--- src/sv/dsti_pkg.sv ---
`timescale 1ns / 1ps
// Shared types and constants for the decimal string to integer converter.
// No dependencies.
package dsti_pkg;

    typedef logic [3:0] kind_t;

    localparam kind_t KIND_U64  = 4'd0;
    localparam kind_t KIND_S64  = 4'd1;
    localparam kind_t KIND_U32  = 4'd2;
    localparam kind_t KIND_S32  = 4'd3;
    localparam kind_t KIND_U16  = 4'd4;
    localparam kind_t KIND_S16  = 4'd5;
    localparam kind_t KIND_U8   = 4'd6;
    localparam kind_t KIND_S8   = 4'd7;
    localparam kind_t KIND_BOOL = 4'd8;

    localparam logic [7:0] CHAR_NUL   = 8'h00;
    localparam logic [7:0] CHAR_ZERO  = 8'h30;
    localparam logic [7:0] CHAR_NINE  = 8'h39;
    localparam logic [7:0] CHAR_SPACE = 8'h20;
    localparam logic [7:0] CHAR_COMMA = 8'h2C;
    localparam logic [7:0] CHAR_APOS  = 8'h27;
    localparam logic [7:0] CHAR_MINUS = 8'h2D;

    // floor((2^64 - 1) / 10): largest accumulator that can take another digit
    localparam logic [63:0] MAG_LIMIT_DIV10 = 64'd1844674407370955161;
    localparam logic [3:0]  LIMIT_LAST_DIGIT = 4'd5;

    // Per-string parse state
    typedef struct packed {
        logic [63:0] acc;
        logic        negative;
        logic        in_digits;
        logic        failed;
        logic        at_first;
    } parse_state_t;

    localparam parse_state_t PARSE_CLEAR = '{
        acc:       64'd0,
        negative:  1'b0,
        in_digits: 1'b0,
        failed:    1'b0,
        at_first:  1'b1
    };

    function automatic logic kind_is_signed(input kind_t k);
        return (k == KIND_S64) || (k == KIND_S32) || (k == KIND_S16) || (k == KIND_S8);
    endfunction

endpackage

--- src/sv/dsti_step.sv ---
`timescale 1ns / 1ps
// Per-character state update: NUL clear, bool, prefix/sign handling, digit accumulate, failure.
// Depends on dsti_pkg.
module dsti_step (
    input  logic [7:0]            char_code,
    input  dsti_pkg::kind_t       kind,
    input  dsti_pkg::parse_state_t cur,
    output dsti_pkg::parse_state_t nxt
);
    import dsti_pkg::*;

    logic        is_digit;
    logic [3:0]  digit;
    logic        mag_over;
    logic [63:0] acc_x10d;
    logic        is_skip;

    always_comb
    begin
        is_digit = (char_code >= CHAR_ZERO) && (char_code <= CHAR_NINE);
        digit    = 4'(char_code - CHAR_ZERO);
        mag_over = (cur.acc > MAG_LIMIT_DIV10) ||
                   ((cur.acc == MAG_LIMIT_DIV10) && (digit > LIMIT_LAST_DIGIT));
        // acc*10 + d as shift-add, wraps mod 2^64
        acc_x10d = (cur.acc << 3) + (cur.acc << 1) + {60'd0, digit};
        is_skip  = (char_code == CHAR_SPACE) || (char_code == CHAR_COMMA) ||
                   (char_code == CHAR_APOS);
    end

    always_comb
    begin
        nxt = cur;
        if (char_code == CHAR_NUL)
        begin
            nxt = PARSE_CLEAR;
        end
        else
        begin
            if (kind == KIND_BOOL)
            begin
                if (cur.at_first)
                    nxt.acc = {63'd0, (char_code != CHAR_ZERO)};
            end
            else if (!cur.failed)
            begin
                if (kind_is_signed(kind) && !cur.in_digits)
                begin
                    if (char_code == CHAR_MINUS)
                    begin
                        nxt.negative = 1'b1;
                    end
                    else if (is_digit)
                    begin
                        nxt.in_digits = 1'b1;
                        nxt.failed    = mag_over;
                        nxt.acc       = acc_x10d;
                    end
                    else if (char_code != CHAR_SPACE)
                    begin
                        nxt.failed = 1'b1;
                    end
                end
                else if (is_digit)
                begin
                    nxt.failed = mag_over;
                    nxt.acc    = acc_x10d;
                end
                else if (!is_skip)
                begin
                    nxt.failed = 1'b1;
                end
            end
            nxt.at_first = 1'b0;
        end
    end

endmodule

--- src/sv/dsti_result.sv ---
`timescale 1ns / 1ps
// End-of-string result: sign apply, range check and width cut per kind.
// Depends on dsti_pkg.
module dsti_result (
    input  dsti_pkg::kind_t        kind,
    input  dsti_pkg::parse_state_t cur,
    output logic [63:0]            value,
    output logic                   ok
);
    import dsti_pkg::*;

    logic [63:0] mask;
    logic [63:0] half;
    logic [63:0] mag;
    logic [63:0] signed_val;
    logic        range_bad;

    always_comb
    begin
        case (kind)
            KIND_U32, KIND_S32:
            begin
                mask = 64'h0000_0000_FFFF_FFFF;
                half = 64'h0000_0000_8000_0000;
            end
            KIND_U16, KIND_S16:
            begin
                mask = 64'h0000_0000_0000_FFFF;
                half = 64'h0000_0000_0000_8000;
            end
            KIND_U8, KIND_S8:
            begin
                mask = 64'h0000_0000_0000_00FF;
                half = 64'h0000_0000_0000_0080;
            end
            default:
            begin
                mask = 64'hFFFF_FFFF_FFFF_FFFF;
                half = 64'h8000_0000_0000_0000;
            end
        endcase
    end

    always_comb
    begin
        // failure before any digit: report the sign alone
        mag        = (cur.failed && !cur.in_digits) ? 64'd1 : cur.acc;
        signed_val = cur.negative ? (64'd0 - mag) : mag;
        range_bad  = cur.negative ? (mag > half) : (mag >= half);

        if (kind == KIND_BOOL)
        begin
            value = cur.at_first ? 64'd0 : {63'd0, cur.acc[0]};
            ok    = 1'b1;
        end
        else if (kind_is_signed(kind))
        begin
            value = signed_val & mask;
            ok    = !cur.failed && !range_bad;
        end
        else
        begin
            value = cur.acc & mask;
            ok    = !cur.failed && (cur.acc <= mask);
        end
    end

endmodule

--- src/sv/decimal_string_to_integer.sv ---
`timescale 1ns / 1ps
// Decimal string to integer converter, top level: one character per transfer.
// A NUL is taken into the input stage, then loads the output register that
// raises out_valid. Throughput: one character per cycle; a held result stalls
// input only while a second NUL sits in the input stage.
// Reset (rst_n, async low) empties both registers, clears parse state and
// sets result_kind to u64. Depends on dsti_pkg, dsti_step, dsti_result.
module decimal_string_to_integer (
    input  logic        clk,
    input  logic        rst_n,
    // configuration: result_kind
    input  logic        cfg_we,
    input  logic [3:0]  cfg_wdata,
    // character input
    input  logic        in_valid,
    output logic        in_ready,
    input  logic [7:0]  char_code,
    // result output
    output logic        out_valid,
    input  logic        out_ready,
    output logic [63:0] value,
    output logic        ok
);
    import dsti_pkg::*;

    kind_t        kind_reg;

    // input stage
    logic         stg_valid_reg;
    logic [7:0]   stg_char_reg;

    // parse state, carried across the characters of one string
    parse_state_t state_reg;
    parse_state_t state_next;

    // output register
    logic         out_valid_reg;
    logic [63:0]  value_reg;
    logic         ok_reg;

    logic         stg_is_term;
    logic         out_free;
    logic         stg_adv;
    logic [63:0]  res_value;
    logic         res_ok;

    // A staged NUL needs the output register; other characters only touch
    // parse state and always advance.
    assign stg_is_term = (stg_char_reg == CHAR_NUL);
    assign out_free    = !out_valid_reg || out_ready;
    assign stg_adv     = stg_valid_reg && (!stg_is_term || out_free);
    assign in_ready    = !stg_valid_reg || stg_adv;

    dsti_step u_step (
        .char_code (stg_char_reg),
        .kind      (kind_reg),
        .cur       (state_reg),
        .nxt       (state_next)
    );

    // result is formed from the state left by the characters before the NUL
    dsti_result u_result (
        .kind  (kind_reg),
        .cur   (state_reg),
        .value (res_value),
        .ok    (res_ok)
    );

    always_ff @(posedge clk or negedge rst_n)
    begin
        if (!rst_n)
            kind_reg <= KIND_U64;
        else if (cfg_we)
            kind_reg <= cfg_wdata;
    end

    // input register
    always_ff @(posedge clk or negedge rst_n)
    begin
        if (!rst_n)
            stg_valid_reg <= 1'b0;
        else if (in_ready)
            stg_valid_reg <= in_valid;
    end

    always_ff @(posedge clk)
    begin
        if (in_ready && in_valid)
            stg_char_reg <= char_code;
    end

    // parse state
    always_ff @(posedge clk or negedge rst_n)
    begin
        if (!rst_n)
            state_reg <= PARSE_CLEAR;
        else if (stg_adv)
            state_reg <= state_next;
    end

    // output register: loads on a NUL transfer out of the input stage
    always_ff @(posedge clk or negedge rst_n)
    begin
        if (!rst_n)
            out_valid_reg <= 1'b0;
        else if (stg_adv && stg_is_term)
            out_valid_reg <= 1'b1;
        else if (out_ready)
            out_valid_reg <= 1'b0;
    end

    always_ff @(posedge clk)
    begin
        if (stg_adv && stg_is_term)
        begin
            value_reg <= res_value;
            ok_reg    <= res_ok;
        end
    end

    assign out_valid = out_valid_reg;
    assign value     = value_reg;
    assign ok        = ok_reg;

endmodule
--- config.mk ---
export PLATFORM = sky130hd
export DESIGN_NAME = decimal_string_to_integer
export DESIGN_NICKNAME = d
export VERILOG_FILES = /design/src/sv/dsti_pkg.sv /design/src/sv/dsti_step.sv /design/src/sv/dsti_result.sv /design/src/sv/decimal_string_to_integer.sv
export SDC_FILE = /design/constraint.sdc
export NUM_CORES = 1
export LEC_CHECK = 0
export BUFFER_PORTS_ARGS = -buffer_cell sky130_fd_sc_hd__buf_2
export CAP_MARGIN = 20
export CORE_MARGIN = 2
export CORE_UTILIZATION = 50
export CTS_CLUSTER_SIZE = 28
export DETAILED_ROUTE_END_ITERATION = 7
export PLACE_DENSITY_LB_ADDON = 0.05
export SLEW_MARGIN = 25
export SYNTH_ARGS = -nofsm -noshare
export SYNTH_HDL_FRONTEND = slang
export SYNTH_SLANG_ARGS = --single-unit
--- constraint.sdc ---
create_clock -name clk -period 9.75 [get_ports clk]
set_input_delay 1.95 -clock clk [delete_from_list [all_inputs] [get_ports clk]]
set_output_delay 1.95 -clock clk [all_outputs]
set_load 0.02 [all_outputs]
# Word level (Yosys, flattened, before mapping)

Cells that the tools add are included.

Register bits after elaboration: 147
Input bits: 17
Output and inout port bits: 67

Add/subtract/negate cells: 4
Order comparisons: 7
Equality and inequality tests: 21
Multiplexer cells: 28
Bitwise operators: 2
Reductions and logical operators: 36

Operator list:

| cell                                                   | number |
|---|---|
| two-way mux 64 bit                                     | 9 |
| case mux 64 bit (3 select lines)                       | 2 |
| bitwise AND 64 bit                                     | 2 |
| two-way mux 68 bit                                     | 1 |
| two-way mux 67 bit                                     | 1 |
| adder 64 x 4 -> 64 bit                                 | 1 |
| adder 64 bit                                           | 1 |
| == test 64 x 61 -> 1 bit (second input constant)       | 1 |
| >= comparator 64 bit                                   | 1 |
| > comparator 64 x 61 -> 1 bit (second input constant)  | 1 |
| > comparator 64 bit                                    | 1 |
| <= comparator 64 bit                                   | 1 |
| subtractor 1 x 64 -> 64 bit (first input constant)     | 1 |
| == test 8 x 6 -> 1 bit (second input constant)         | 4 |
| == test 4 x 3 -> 1 bit (second input constant)         | 4 |
| inequality test 8 x 6 -> 1 bit (second input constant) | 2 |
| two-way mux 1 bit                                      | 12 |
| logical AND 1 bit                                      | 9 |
| logical OR 1 bit                                       | 9 |
| == test 4 x 2 -> 1 bit (second input constant)         | 2 |
| >= comparator 8 x 6 -> 1 bit (second input constant)   | 1 |
| <= comparator 8 x 6 -> 1 bit (second input constant)   | 1 |
| logical NOT 8 bit                                      | 1 |
| nonzero test 2 bit                                     | 4 |
| 17 further kinds                                       | 26 |

# Depth between registers and ports, before layout

Gate-level depths: netlist (run 1).

Depth after elaboration: 10
Depth in mapped cells: 13
Mapped depth without buffers: 12

# Cells and area by module

A second synthesis (run 1) with hierarchy kept.

Cells, all modules: 1885
Area total of the unflattened synthesis: 15394.8 µm²

Modules (own cells, without submodules):

| module                    | times used | cells an instance | area an instance (µm²) | seq. area each (µm²) |
|---|---|---|---|---|
| dsti_step                 | 1          | 894               | 5861.9                 | 0.0 |
| decimal_string_to_integer | 1          | 239               | 5069.9                 | 4045.1 |
| dsti_result               | 1          | 752               | 4463.0                 | 0.0 |

# Worst setup path after synthesis (run 1)

OpenSTA, ideal clock, no wires.

Path type: in2reg
Start: input port out_ready
End: register ok_reg (netlist: ok) (enable)
Arrival time: 5.068 ns
Data required time: 9.255 ns
Setup slack: 4.188 ns
Stages: 3
Cell sequence: nand2b_1 -> o21ai_1 -> nor2_1

Word-level cells in the longest chain between the ends: 4

RTL lines:

| element                | line                             | source |
|---|---|---|
| start: declaration     | decimal_string_to_integer.sv:20  | `input logic out_ready,` |
| logical OR 1 bit       | decimal_string_to_integer.sv:50  | `assign out_free = !out_valid_reg \|\| out_ready;` |
| logical OR 1 bit       | decimal_string_to_integer.sv:51  | `assign stg_adv = stg_valid_reg && (!stg_is_term \|\| out_free);` |
| logical AND 1 bit      | decimal_string_to_integer.sv:51  |  |
| logical AND 1 bit      | decimal_string_to_integer.sv:114 | `if (stg_adv && stg_is_term)` |
| end signal: assignment | decimal_string_to_integer.sv:117 | `ok_reg <= res_ok;` |
| end: declaration       | decimal_string_to_integer.sv:39  | `logic ok_reg;` |

No other way between the ends.
A chain may end at the register's enable or synchronous reset.

# Worst setup path in the final report (run 1)

Start: input port out_ready
End: output port in_ready

Word-level cells in the longest chain between the ends: 4

RTL lines:

| element           | line                            | source |
|---|---|---|
| logical OR 1 bit  | decimal_string_to_integer.sv:50 |  |
| logical OR 1 bit  | decimal_string_to_integer.sv:51 |  |
| logical AND 1 bit | decimal_string_to_integer.sv:51 |  |
| logical OR 1 bit  | decimal_string_to_integer.sv:52 | `assign in_ready = !stg_valid_reg \|\| stg_adv;` |
| end: declaration  | decimal_string_to_integer.sv:16 | `output logic in_ready,` |

No other way between the ends.

==> out/results.tsv, run 1 <==
metric	value	unit
# DRC	0	
R2R Setup Slk	5.61	ns
Max-cap violations	0	
Multi-input gate area	0.00924	sq mm
top-count cell post-synth	nand2_1	
Fmax	0.222	GHz
Buf/Inv on CP	2	
final number of setup-violating endpoints	0	
clock tree sinks	147	
kind of critical path	primary input to output pin	
library cells used by synthesis	80	
CP delay by family, top	simple AND/OR/NAND/NOR gates	
Pleak	0.00671	uW
number of global-route vias before repair	11800	
Worst-Margin Slew	0.976	ns
GRT Overall Usage	0.276	
Warnings, synthesis	0	
Mapped Area	0.0136	sq mm
Fin. Hold Viols	0	
post-CTS resize count	0	
input/output buffers	83	
I/O Pins	84	
DIE HEIGHT	169	um
1st-pass router iterations	5	
Syn Area/Cell	8.28	sq um
max incr delay on CP	0.16	ns
crit-path cells	buf_2, nand2b_1, nor2_1, nand2_1, buf_2	
hold depth	1	
area growth from synthesis to layout	9.63	%
postcts setup bufs	0	
worst r2r dst	state_reg[65]$_DFFE_PN0P_	
share of cells above drive strength 1	0.0934	
DR WL/cell	19.1	um
min-delay worst type	register to register	
WP data required	7.80	ns
Hold WS	0.525	ns
Fillers	2570	
Iteration-0 DRC Markers	845	
Initial Utilization	0.507	
first-pass GRT wire length	62.6	mm
Die W	169	um
final wirelength	38.9	mm
number of synthesized flops with an enable pin	73	
Worst Hold Launch	state_reg[0]$_DFFE_PN1P_	
Post-synth top cells	230 x nand2_1, 191 x nor2_1, 183 x ha_1	
sequential standard cell area	0.00405	sq mm
Largest register FFs	68	
Post-Synthesis Cells	1644	
Slew Limit Fails	0	
TritonCTS clock tree	built	
RSZ-0062 raised after global routing	false	
Worst VDD drop	0.0972	mV
total congestion overflow	0	
worst skew pair latency	0.44	ns
initial antenna violation count	0	
Rows	60	
Final Cycle Share	0.462	
via/cell ratio	6.12	
largest net degree at the start of global routing	76	
outcome	finished, final reports clean	
H-tree levels	4	
Post-CTS Hold Buffers	0	
FF+latch count, synth	147	
Power per Cell Area	98.6	mW/mm^2
via count	12400	
Die ar.	0.0286	sq mm
Final HPWL DP	29.2	mm
worst r2r path cells	11	
sequential area share after synthesis	0.297	
syn_nets	1846	
post-synth top area share	0.168	
setup TNS	0	ns
ranking of synthesized cells by area	ha_1 17%, edfxtp_1 16%, dfrtp_1 13%	
ant diodes	0	
Worst Path Arrival	2.55	ns
Async SR Flop Fraction	0.503	
CTS Root Cell	clkbuf_16	
minimum clock period	4.50	ns
slowest cell on the critical path	buf_2	
WHS Endpoint	state_reg[0]$_DFFE_PN1P_	
clk buf depth	2	
Startpoint Class	primary input	
final setup skew	0.0165	ns
Core Box Area	0.0269	sq mm
CTS Buf Count	17	
crit end category	output pin	
Critical Path Most Common Cell	buf_2	
routability congestion estimate	0.910	
slew margin rel.	0.347	
critical path peak fanout	3	
Routed Antenna Nets	0	
most used flip-flop cell after synthesis	edfxtp_1	
largest area contributor in the netlist	ha_1	
clock transition at the registers of the reported paths	0.08	ns
nets	1881	
reg2reg start	state_reg[4]$_DFFE_PN0P_	
[final cells by class]
type                    count  area share
well taps                 341      0.0286
clock inverters            15      0.0130
clock buffers              17      0.0285
inverters                  24     0.00604
flip-flops and latches    147       0.271
multi-input cells        1396       0.619
repair buffers             93      0.0339
[layout by cell type (no fill, tap or decap), drive strengths merged, types with 17 or more instances in the layout]
cell / count
a21o: 56
a21oi: 137
buf: 93
clkbuf: 17
dfrtp: 73
edfxtp: 73
ha: 183
inv: 31
nand2: 230
nand3: 26
nand4: 40
nor2: 191
nor3: 27
nor4: 19
o21ai: 144
o31ai: 18
xnor2: 63
xor2: 47
[metal layers]
metal,vias up,track usage,part of all wire
met5,-,0,0
met4,0,0.0862,0.024
met3,58,0.0437,0.065
met2,420,0.426,0.43
met1,5833,0.397,0.48
li1,6125,-,-
[kinds of logic after synthesis]
group,synth area share
muxes,0.00561
AOI/OAI and AO/OA,0.221
DFF,0.297
buffers and inverters,0.0279
adders and majority gates,0.171
and+or+nand+nor,0.206
xor gates and xnor gates,0.0708
[power by group]
| part | internal [uW] | switching (uW) | leakage, uW |
|---|---|---|---|
| clock | 411 | 308 | 0.000304 |
| sequential | 653 | 7.80 | 0.00156 |
| combinational | 28.3 | 62.9 | 0.00484 |
| total | 1090 | 379 | 0.00671 |
[how the worst max path moves through the flow]
stage	from	end	depth (start not counted)
after floorplan	out_ready	ok$_SDFFCE_PP1P_	3
after global placement	out_ready	in_ready	5
after detailed placement	out_ready	in_ready	5
after CTS	out_ready	in_ready	5
after global routing	stg_char_reg[3]$_DFFE_PP_	in_ready	5
final	out_ready	in_ready	5
[stage by stage]
| step | utilization | instance area, sq um | power [uW] | instances | setup slack [ns] |
|---|---|---|---|---|---|
| final | 0.555 | 14900 | 1470 | 2033 | 5.25 |
| after global routing | 0.555 | 14900 | 1520 | 2033 | 5.08 |
| after CTS | 0.555 | 14900 | 1480 | 2033 | 5.25 |
| after floorplan | - | 13600 | 730 | 1644 | 4.19 |
| after global placement | 0.531 | 14300 | 760 | 2000 | 5.25 |
| after detailed placement | 0.532 | 14300 | 765 | 2001 | 5.26 |
Power figures use the tool's default switching activity.
==> inputs of run 2 (changes only) <==
ABC_AREA = 1   (was unset)
clock period = 4.37 ns   (was 9.75 ns; I/O delays follow)
==> out/results.tsv, run 2 <==
metric	value	unit	change
syn_nets	2487		+35%
ranking of synthesized cells by area	ha_1 15%, nand2_1 14%, edfxtp_1 14%		
post-CTS resize count	0		unchanged
slew margin rel.	0.375		+0.0279
min-delay worst type	primary input to async pin		
Startpoint Class	register		
Finished Layout Cells	2768		+36%
routability congestion estimate	1.01		+11%
H-tree levels	4		unchanged
Initial Utilization	0.504		-0.00283
commonest non-fill, non-tap cells in the layout	592 x nand2_1, 327 x nor2_1, 242 x inv_1, 192 x a21oi_1, 183 x ha_1		
Post-Synthesis Cells	2285		+39%
Setup crit start	state_reg[4]$_DFFE_PN0P_		
Die W	179	um	+6.0%
Syn Area/Cell	6.71	sq um	-19%
library cells used by synthesis	61		-24%
R2R Setup Slk	0.96	ns	-4.65 ns
worst r2r dst	state_reg[55]$_DFFE_PN0P_		
area growth from synthesis to layout	8.71	%	
Iteration-0 DRC Markers	1274		+51%
Worst Path Arrival	3.76	ns	+1.21 ns
Worst-Margin Slew	0.927	ns	-0.0492 ns
final setup skew	0.0149	ns	-0.00155 ns
DR WL/cell	18.5	um	-3.2%
Mapped Area	0.0153	sq mm	+13%
crit end category	register		
Final Cycle Share	0.779		
setup TNS	0	ns	unchanged
postcts setup bufs	0		unchanged
ant diodes	0		unchanged
Fillers	3139		+22%
TritonCTS clock tree	built		
nets	2561		+36%
input/output buffers	83		unchanged
Worst VDD drop	0.301	mV	+210%
clock transition at the registers of the reported paths	0.08	ns	about the same
Largest register FFs	68		unchanged
post-synth top area share	0.149		-0.0188
worst skew pair latency	0.46	ns	+0.02 ns
number of global-route vias before repair	14600		+24%
final wirelength	51.3	mm	+32%
share of cells above drive strength 1	0.0873		-0.00611
Hold WS	0.514	ns	-0.0108 ns
final worst slack	0.964	ns	-4.29 ns
Routed Antenna Nets	0		unchanged
Power per Cell Area	292	mW/mm^2	+200%
critical path peak fanout	6		+3
CTS Root Cell	clkbuf_16		
Post-synth top cells	592 x nand2_1, 328 x nor2_1, 243 x inv_1		
Die ar.	0.0321	sq mm	+12%
Fin. Hold Viols	0		unchanged
FF+latch count, synth	147		unchanged
initial antenna violation count	0		unchanged
WP data required	4.72	ns	-3.08 ns
top-count cell post-synth	nand2_1		
minimum clock period	3.41	ns	
Post-Place Worst Slack	1.12	ns	-4.13 ns
Multi-input gate area	0.0101	sq mm	+9.2%
clock tree sinks	147		unchanged
critical path endpoint	state_reg[55]$_DFFE_PN0P_		
# placed instances	2736		+37%
via count	15800		+27%
GRT Overall Usage	0.325		+0.0496
first-pass GRT wire length	79.6	mm	+27%
number of synthesized flops with an enable pin	73		unchanged
reg2reg start	state_reg[4]$_DFFE_PN0P_		
most used flip-flop cell after synthesis	edfxtp_1		
CTS Buf Count	17		unchanged
commonest non-fill, non-tap cell in the layout	nand2_1		
sequential area share after synthesis	0.264		-0.0332
outcome	finished, final reports clean		
RSZ-0062 raised after global routing	false		
Rows	64		+6.7%
Async SR Flop Fraction	0.503		unchanged
I/O Pins	84		unchanged
kind of critical path	register to register		
Max-cap violations	0		unchanged
Post-CTS Hold Buffers	0		unchanged
sequential standard cell area	0.00405	sq mm	unchanged
Final HPWL DP	41.2	mm	+41%
Slew Limit Fails	0		unchanged
largest net degree at the start of global routing	59		-22%
Core Box Area	0.0304	sq mm	+13%
DIE HEIGHT	179	um	+6.0%
largest area contributor in the netlist	ha_1		
Warnings, synthesis	0		unchanged
worst r2r path cells	15		+4
via/cell ratio	5.70		-6.8%
1st-pass router iterations	6		+1
clk buf depth	2		unchanged
# DRC	0		unchanged
final number of setup-violating endpoints	0		unchanged
total congestion overflow	0		unchanged
Pleak	0.00809	uW	+21%
Fmax	0.294	GHz	
## run 2: changes by cell type after synthesis, sizes merged, moves of 43 or more
cell    change
a21o       -51
clkbuf     -59
nand2     +377
a21oi      +55
xnor2      -52
inv       +230
xor2       -43
nor2      +150
nand3     +103
## run 2: cells by family after synthesis
kind of cell	Yosys count	synth area share
AOI/OAI and AO/OA	449	0.162
xor gates and xnor gates	15	0.00857
adders and majority gates	185	0.152
buffers and inverters	296	0.0792
DFF	147	0.264
and+or+nand+nor	1193	0.334
## run 2: per-layer routing
layer  wire, um  track usage  vias to the layer above  part of all wire
met5          0            0                        -                 0
met4       1290       0.0991                        0             0.025
met3       3570       0.0466                       71             0.070
met2      22100        0.502                      575              0.43
met1      24400        0.469                     7293              0.47
li1           -            -                     7845                 -
## run 2: cell type report
class / count / share of cell area
sequential: 147 / 0.243
tap: 396 / 0.0297
clock inverter: 14 / 0.00803
timing repair buffer: 96 / 0.0309
inverter: 255 / 0.0574
multi-input combinational: 1842 / 0.605
clock buffer: 18 / 0.0258
## run 2: worst min-delay path by stage
| stage | start | slack, ns | to | cells past startpoint |
|---|---|---|---|---|
| 2_1_floorplan | state_reg[66]$_DFFE_PN0P_ | 0.48 | state_reg[66]$_DFFE_PN0P_ | 2 |
| 3_3_place_gp | state_reg[66]$_DFFE_PN0P_ | 0.50 | state_reg[66]$_DFFE_PN0P_ | 2 |
| 3_5_place_dp | state_reg[66]$_DFFE_PN0P_ | 0.50 | state_reg[66]$_DFFE_PN0P_ | 2 |
| 4_1_cts | state_reg[66]$_DFFE_PN0P_ | 0.52 | state_reg[66]$_DFFE_PN0P_ | 2 |
| 5_1_grt | rst_n | 0.56 | out_valid$_DFFE_PN0P_ | 1 |
| 6_report | rst_n | 0.51 | out_valid$_DFFE_PN0P_ | 1 |
## run 2: report_power, final
group / switching (uW) / total, uW / leakage [uW] / internal (uW)
sequential: 131 / 1670 / 0.00167 / 1540
clock: 727 / 1480 / 0.000276 / 756
combinational: 1140 / 1710 / 0.00615 / 565
## run 2: through the flow
| stage | total power [uW] | utilization | instance area (sq um) |
|---|---|---|---|
| floorplan | 2900 | - | 15300 |
| global placement | 3340 | 0.529 | 16100 |
| detailed placement | 3360 | 0.529 | 16100 |
| CTS | 4840 | 0.548 | 16700 |
| global route | 5140 | 0.548 | 16700 |
| finish | 4860 | 0.548 | 16700 |
## run 2: critical path: stages (launching register included)
cell,delay [ns]
dfrtp_1,0.57
fa_1,0.54
ha_1,0.30
nand2_1,0.04
o21ai_0,0.51
nand2_1,0.10
nand2_1,0.17
nand2_1,0.07
nand2_1,0.22
nand2_1,0.10
nand2_1,0.24
nand3_1,0.15
nand3_1,0.10
nand2_1,0.06
nand3_1,0.07
nand2_1,0.06
